## src/hdl/e2dir_pkg.sv

```systemverilog
`default_nettype none

package e2dir_pkg;

    typedef logic [1:0] kind_t;

    // result kinds
    localparam kind_t KIND_NAME   = 2'd0;
    localparam kind_t KIND_EMPTY  = 2'd1;
    localparam kind_t KIND_BADLEN = 2'd2;

    // parse phase codes
    localparam logic PH_HEADER = 1'b0;
    localparam logic PH_BODY   = 1'b1;

    // ext2 record layout
    localparam int HDR_BYTES  = 8;
    localparam int MIN_RECORD = 12;

endpackage

`default_nettype wire

```

## src/hdl/ext2_dir_entry_parser.sv

```systemverilog
`default_nettype none

// ext2 directory record parser. Directory block bytes enter one per transaction on the
// s_ channel, blocks of BLOCK_BYTES back to back; s_first_of_dir restarts the position
// at a new directory. Every record with a nonzero inode gives its name one byte per m_
// transaction, tagged with the inode, with m_name_end on the last byte. A record with an
// empty name and a nonzero inode gives one kind 1 marker; a record length that is not
// a multiple of four gives one kind 2 error and the rest of the block is skipped. Records
// that do not fit, or are shorter than 12 bytes, skip the rest of the block without a
// result. The block takes one byte per clock cycle while no result waits on m_ready,
// and each byte gives at most one result. An accepted byte passes through the input
// register, then the parser state update and the result register. This rate is set by
// the parser state loop (offsets, header fields, skip flag), which handles every byte
// in one pass. While a result waits on m_ready the input register holds one more byte
// and s_ready stays low until the result is taken.

module ext2_dir_entry_parser #(
    parameter int BLOCK_BYTES = 1024
) (
    input  wire                aclk,
    input  wire                aresetn,
    input  wire                s_valid,
    output logic               s_ready,
    input  wire  [7:0]         s_data_byte,
    input  wire                s_first_of_dir,
    output logic               m_valid,
    input  wire                m_ready,
    output logic [7:0]         m_name_char,
    output logic [31:0]        m_entry_inode,
    output logic               m_name_end,
    output e2dir_pkg::kind_t   m_kind
);
    import e2dir_pkg::*;

    localparam int OFF_W      = $clog2(BLOCK_BYTES);
    localparam int LAST_START = BLOCK_BYTES - MIN_RECORD;

    // input register
    logic       in_valid_reg;
    logic [7:0] in_byte_reg;
    logic       in_first_reg;

    // parser state
    logic [OFF_W-1:0] block_offset_reg, block_offset_next;
    logic [OFF_W-1:0] record_offset_reg, record_offset_next;
    logic [31:0]      header_inode_reg, header_inode_next;
    logic [15:0]      record_length_reg, record_length_next;
    logic [7:0]       name_length_reg, name_length_next;
    logic             phase_reg, phase_next;
    logic             skip_reg, skip_next;

    // result register
    logic        m_valid_reg;
    logic [7:0]  name_char_reg;
    logic [31:0] entry_inode_reg;
    logic        name_end_reg;
    kind_t       kind_reg;

    // result of the current byte
    logic        emit;
    logic [7:0]  res_char;
    logic        res_end;
    kind_t       res_kind;

    // helpers
    logic             process;
    logic [OFF_W-1:0] blk, roff, idx;
    logic             phase_eff, skip_eff;
    logic [OFF_W:0]   blk_inc, roff_inc;
    logic [16:0]      rec_reach;
    logic [15:0]      rl_body;
    logic [7:0]       nl_clamped;

    // a byte moves through when the result register can take whatever it gives
    assign process = in_valid_reg && (!m_valid_reg || m_ready);
    assign s_ready = !in_valid_reg || process;

    always_ff @(posedge aclk) begin
        if (!aresetn) begin
            in_valid_reg <= 1'b0;
        end else if (s_ready) begin
            in_valid_reg <= s_valid;
        end
        if (s_valid && s_ready) begin
            in_byte_reg  <= s_data_byte;
            in_first_reg <= s_first_of_dir;
        end
    end

    always_comb begin
        // a new directory restarts position before the byte is handled
        blk       = in_first_reg ? '0 : block_offset_reg;
        roff      = in_first_reg ? '0 : record_offset_reg;
        phase_eff = in_first_reg ? PH_HEADER : phase_reg;
        skip_eff  = in_first_reg ? 1'b0 : skip_reg;

        header_inode_next  = header_inode_reg;
        record_length_next = record_length_reg;
        name_length_next   = name_length_reg;
        record_offset_next = roff;
        phase_next         = phase_eff;
        skip_next          = skip_eff;

        emit     = 1'b0;
        res_char = 8'd0;
        res_end  = 1'b1;
        res_kind = KIND_NAME;

        idx        = roff - OFF_W'(HDR_BYTES);
        roff_inc   = {1'b0, roff} + (OFF_W+1)'(1);
        rec_reach  = 17'(blk) + {1'b0, record_length_reg};
        rl_body    = record_length_reg - 16'(HDR_BYTES);
        nl_clamped = name_length_reg;

        if (!skip_eff) begin
            if (phase_eff == PH_HEADER) begin
                if (roff == '0 && blk > OFF_W'(LAST_START)) begin
                    // no room left in the block for a record
                    skip_next = 1'b1;
                end else begin
                    // little-endian header fields; byte 7 is the type and ignored
                    case (roff[2:0])
                        3'd0: begin
                            header_inode_next  = {24'd0, in_byte_reg};
                            record_length_next = 16'd0;
                            name_length_next   = 8'd0;
                        end
                        3'd1: header_inode_next[15:8]  = in_byte_reg;
                        3'd2: header_inode_next[23:16] = in_byte_reg;
                        3'd3: header_inode_next[31:24] = in_byte_reg;
                        3'd4: record_length_next[7:0]  = in_byte_reg;
                        3'd5: record_length_next[15:8] = in_byte_reg;
                        3'd6: name_length_next         = in_byte_reg;
                        default: ;
                    endcase

                    if (roff[2:0] != 3'd7) begin
                        record_offset_next = roff + OFF_W'(1);
                    end else if (record_length_reg < 16'(MIN_RECORD) ||
                                 rec_reach > 17'(BLOCK_BYTES + HDR_BYTES - 1)) begin
                        // record too short or runs past the block end
                        skip_next = 1'b1;
                    end else if (record_length_reg[1:0] != 2'b00) begin
                        skip_next = 1'b1;
                        emit      = 1'b1;
                        res_kind  = KIND_BADLEN;
                    end else begin
                        if ({8'd0, name_length_reg} > rl_body) begin
                            nl_clamped = rl_body[7:0];
                        end
                        name_length_next   = nl_clamped;
                        phase_next         = PH_BODY;
                        record_offset_next = OFF_W'(HDR_BYTES);
                        if (header_inode_reg != 32'd0 && nl_clamped == 8'd0) begin
                            emit     = 1'b1;
                            res_kind = KIND_EMPTY;
                        end
                    end
                end
            end else begin
                if (header_inode_reg != 32'd0 && idx < OFF_W'(name_length_reg)) begin
                    emit     = 1'b1;
                    res_char = in_byte_reg;
                    res_end  = (idx + OFF_W'(1)) == OFF_W'(name_length_reg);
                    res_kind = KIND_NAME;
                end
                record_offset_next = roff_inc[OFF_W-1:0];
                if (16'(roff_inc) >= record_length_reg) begin
                    phase_next         = PH_HEADER;
                    record_offset_next = '0;
                end
            end
        end

        // block boundary restarts position and clears a pending skip
        blk_inc           = {1'b0, blk} + (OFF_W+1)'(1);
        block_offset_next = blk_inc[OFF_W-1:0];
        if (blk_inc >= (OFF_W+1)'(BLOCK_BYTES)) begin
            block_offset_next  = '0;
            record_offset_next = '0;
            phase_next         = PH_HEADER;
            skip_next          = 1'b0;
        end
    end

    always_ff @(posedge aclk) begin
        if (!aresetn) begin
            block_offset_reg  <= '0;
            record_offset_reg <= '0;
            header_inode_reg  <= 32'd0;
            record_length_reg <= 16'd0;
            name_length_reg   <= 8'd0;
            phase_reg         <= PH_HEADER;
            skip_reg          <= 1'b0;
        end else if (process) begin
            block_offset_reg  <= block_offset_next;
            record_offset_reg <= record_offset_next;
            header_inode_reg  <= header_inode_next;
            record_length_reg <= record_length_next;
            name_length_reg   <= name_length_next;
            phase_reg         <= phase_next;
            skip_reg          <= skip_next;
        end
    end

    // result register, refilled when empty or taken
    always_ff @(posedge aclk) begin
        if (!aresetn) begin
            m_valid_reg <= 1'b0;
        end else if (m_ready || !m_valid_reg) begin
            m_valid_reg <= process && emit;
        end
        if (process && emit) begin
            name_char_reg   <= res_char;
            entry_inode_reg <= header_inode_reg;
            name_end_reg    <= res_end;
            kind_reg        <= res_kind;
        end
    end

    assign m_valid       = m_valid_reg;
    assign m_name_char   = name_char_reg;
    assign m_entry_inode = entry_inode_reg;
    assign m_name_end    = name_end_reg;
    assign m_kind        = kind_reg;

endmodule

`default_nettype wire

```

## config.mk

```make
export PLATFORM = sky130hd
export DESIGN_NAME = ext2_dir_entry_parser
export DESIGN_NICKNAME = d
export VERILOG_FILES = /design/src/hdl/e2dir_pkg.sv /design/src/hdl/ext2_dir_entry_parser.sv
export SDC_FILE = /design/constraint.sdc
export NUM_CORES = 1
export LEC_CHECK = 0
export BUFFER_PORTS_ARGS = -buffer_cell sky130_fd_sc_hd__clkbuf_2
export CAP_MARGIN = 20
export CORE_MARGIN = 2
export CORE_UTILIZATION = 55
export DETAILED_ROUTE_END_ITERATION = 8
export GPL_ROUTABILITY_DRIVEN = 0
export GPL_TIMING_DRIVEN = 0
export PLACE_DENSITY_LB_ADDON = 0.15
export RECOVER_POWER = 100
export SLEW_MARGIN = 20
export SYNTH_ARGS = -nofsm -noshare
export SYNTH_HDL_FRONTEND = slang
export SYNTH_SLANG_ARGS = --single-unit
```

## constraint.sdc

```tcl
create_clock -name aclk -period 6.7 [get_ports aclk]
set_clock_uncertainty 0.05 [all_clocks]
set_input_delay 0.335 -clock aclk [delete_from_list [all_inputs] [get_ports aclk]]
set_output_delay 0.335 -clock aclk [all_outputs]
set_load 0.005 [all_outputs]
```

==> results.cfg <==
[outcome]
status = finished with violations
violations = capacitance limit, slew limit

[finish]
area_growth_pct = 14.0
final_cells = 1158
final_area_um2 = 8980
antennaDiodeCount = 0
drive_gt1_share_pct = 7.87
fillers = 1161
final_nets = 1020

[setup_path]
r2r_cells = 19
crit_family = buffers and inverters
critPathRequiredTime_ns = 6.77
worstSetupPathDepth = 19
slowest_delay_ns = 0.72
crit_path_max_fanout = 18
worst-endpoint-arrival_ns = 6.26
path_buf_inv = 8
cp_cell_sequence = buf_4, buf_4, buf_6, clkbuf_1, clkbuf_1, nor2b_1, ha_1, clkbuf_1, nand2_1, o31ai_1, a21oi_1, a2111oi_2, xnor2_1, nand4_1, nor3_1, nand3_1, a211oi_4, buf_8, buf_6
crit_type = reg2reg
crit_top_cell = clkbuf_1
setup.worst_path.start_class = flip-flop
endpoint_kind = flip-flop
crit_slowest_cell = a211oi_4

[synthesis]
netlist_area_um2 = 7880
seq_area_frac_synth_pct = 40.2
synth_seq_cells = 132
synth_nets = 942
yosysWarnings = 0
synth_cell_type_count = 84
postSynth.asyncResetShare_pct = 0
avgSynthCellArea_um2 = 8.88
syn_inst = 887
synth_edf_count = 52
synthFlopType = dfxtp_1

[placed_design]
placed_cell_area_um2 = 8430
portBuffers = 57
dp_slack_ns = 0.650
place.detailed.hpwl_mm = 16.4
dp_cells = 1126

[global_routing]
track_usage_pct = 30.6
grt_antenna_before_repair = 0
grt_max_degree = 19
gr-total-overflow = 0
grt_pass1_vias = 6602
grt_pass1_wl_mm = 35.6

[routing]
first_pass_iters = 6
drt_iter0_drc = 1013
vias_per_cell = 6.19
wl_per_cell_um = 19.6
drt_wl_total_mm = 22.7
drc = 0
vias = 7171
detail-route-antenna-nets = 0

[sta]
rsz0062_at_grt = no
post-route-period-util_pct = 92.3
holdWs_ns = 0.0366
setup_viol = 0
max_freq_ghz = 0.162
maxSlewViolCount = 6
slew_headroom_pct = -6.15
tightest_slew_ns = 1.55
worst_slack_ns = 0.516
fin_crit_ns = 6.18
hold_viol = 0

[pwr]
power_mw = 1.98
power_density_nw_per_um2 = 221
p_leak_nw = 3.22
ir_drop_mv = 0.148

[worst_hold_path]
hold_depth = 1
worstHoldPathType = in2reg

[clock_network]
cts_buffers = 17
htree_levels = 4
clock_insertion_delay_worst_skew_ns = 0.42
cts_resized = 0
cts_setup_buffers = 0
cts-root-buf = clkbuf_16
cts.clk_slew.worst_paths_ns = 0.06
cts_hold_buf = 0
numClockSinks = 132
clock_path_buffers = 2
cts_tree = yes

[die]
core-area_um2 = 13900
io_pins = 58
rows = 43
initial_core_util_pct = 56.5
dieArea_um2 = 15300
die_x_um = 124
die_y_um = 124

[run]
max_cap_violations = 1
report_power, final:
group	switching [mW]	internal (mW)
Clock	0.361	0.660
Combinational	0.0807	0.0310
Sequential	0.00970	0.842
cell usage in the layout (no fill, tap or decap), types with 35 or more instances in the layout:
cell type and instances:
dfxtp_1 80, inv_1 35, o21ai_0 42, nand2_1 81, clkbuf_1 75, a22oi_1 44
a21oi_1 55, ha_1 42, edfxtp_1 52, nor2_1 77
synth_stat cells (3+ instances only):
cell type,instances,area share [%]
o211ai_1,6,0.57
nand3_1,28,1.8
xor2_1,11,1.2
edfxtp_1,52,20
o21a_1,13,1.2
a32oi_1,5,0.56
inv_1,34,1.6
a31oi_1,5,0.40
o21ai_0,40,2.5
buf_2,10,0.64
a211o_1,3,0.33
and3_1,15,1.2
o21ai_1,5,0.32
a21o_1,4,0.38
buf_4,5,0.48
xnor2_1,25,2.8
o31ai_1,4,0.38
o221ai_1,4,0.44
or3_1,6,0.48
nand2b_1,12,0.95
or4_1,3,0.29
dfxtp_1,80,20
nor2b_1,14,1.1
clkbuf_1,30,1.4
o211a_1,3,0.38
a21boi_0,3,0.29
nand4_1,12,0.95
nand2_1,81,3.9
and2_1,18,1.4
a22oi_1,44,4.2
nor2_1,77,3.7
ha_1,42,6.7
a211oi_1,18,1.7
a22o_1,3,0.33
mux2i_1,4,0.51
nor3_1,21,1.3
buf_1,13,0.62
a311oi_1,3,0.33
nor4_1,18,1.4
o22ai_1,4,0.32
a21oi_1,55,3.5
routing by layer:
metal	global-route usage, %	vias to the layer above	wire [µm]
li1	-	3431	-
met1	40.6	3305	9480
met2	49.7	382	10400
met3	5.40	53	2050
met4	12.4	0	739
met5	0	-	0
worst paths after layout:
| check | slack [ns] | start | end |
|---|---|---|---|
| setup / recovery | 0.52 | in_first_reg | m_entry_inode[10] |
| hold / removal | 0.04 | s_first_of_dir | in_first_reg |
| setup reg to reg | 0.52 | in_first_reg | m_entry_inode[10] |
| hold reg to reg | 0.41 | header_inode_reg[5] | m_entry_inode[5] |
stage by stage:
step | TNS [ns] | utilization [%]
global placement | -33.97 | 60.2
global route | 0 | 64.5
detailed placement | 0 | 60.5
floorplan | 0 | -
finish | 0 | 64.5
CTS | 0 | 65.1
logic make-up after synthesis:
group | Yosys count | share of synthesized area (%)
AO/OA/AOI/OAI | 249 | 22.2
multiplexers | 5 | 0.651
flip-flops | 132 | 40.2
XOR/XNOR | 36 | 4.00
adder cells (fa/ha/maj) | 42 | 6.67
AND/OR/NAND/NOR | 328 | 21.2
buffers and inverters | 95 | 5.11
cell type report:
type	count	area [µm²]	area share [%]
sequential	132	3160	35.2
tap	180	225	2.51
timing repair buffer	59	259	2.88
clock buffer	19	433	4.82
multi-input combinational	660	4290	47.8
buffer	60	272	3.02
clock inverter	13	209	2.33
inverter	35	131	1.46
Note: power is estimated with default switching activity, not from simulation.
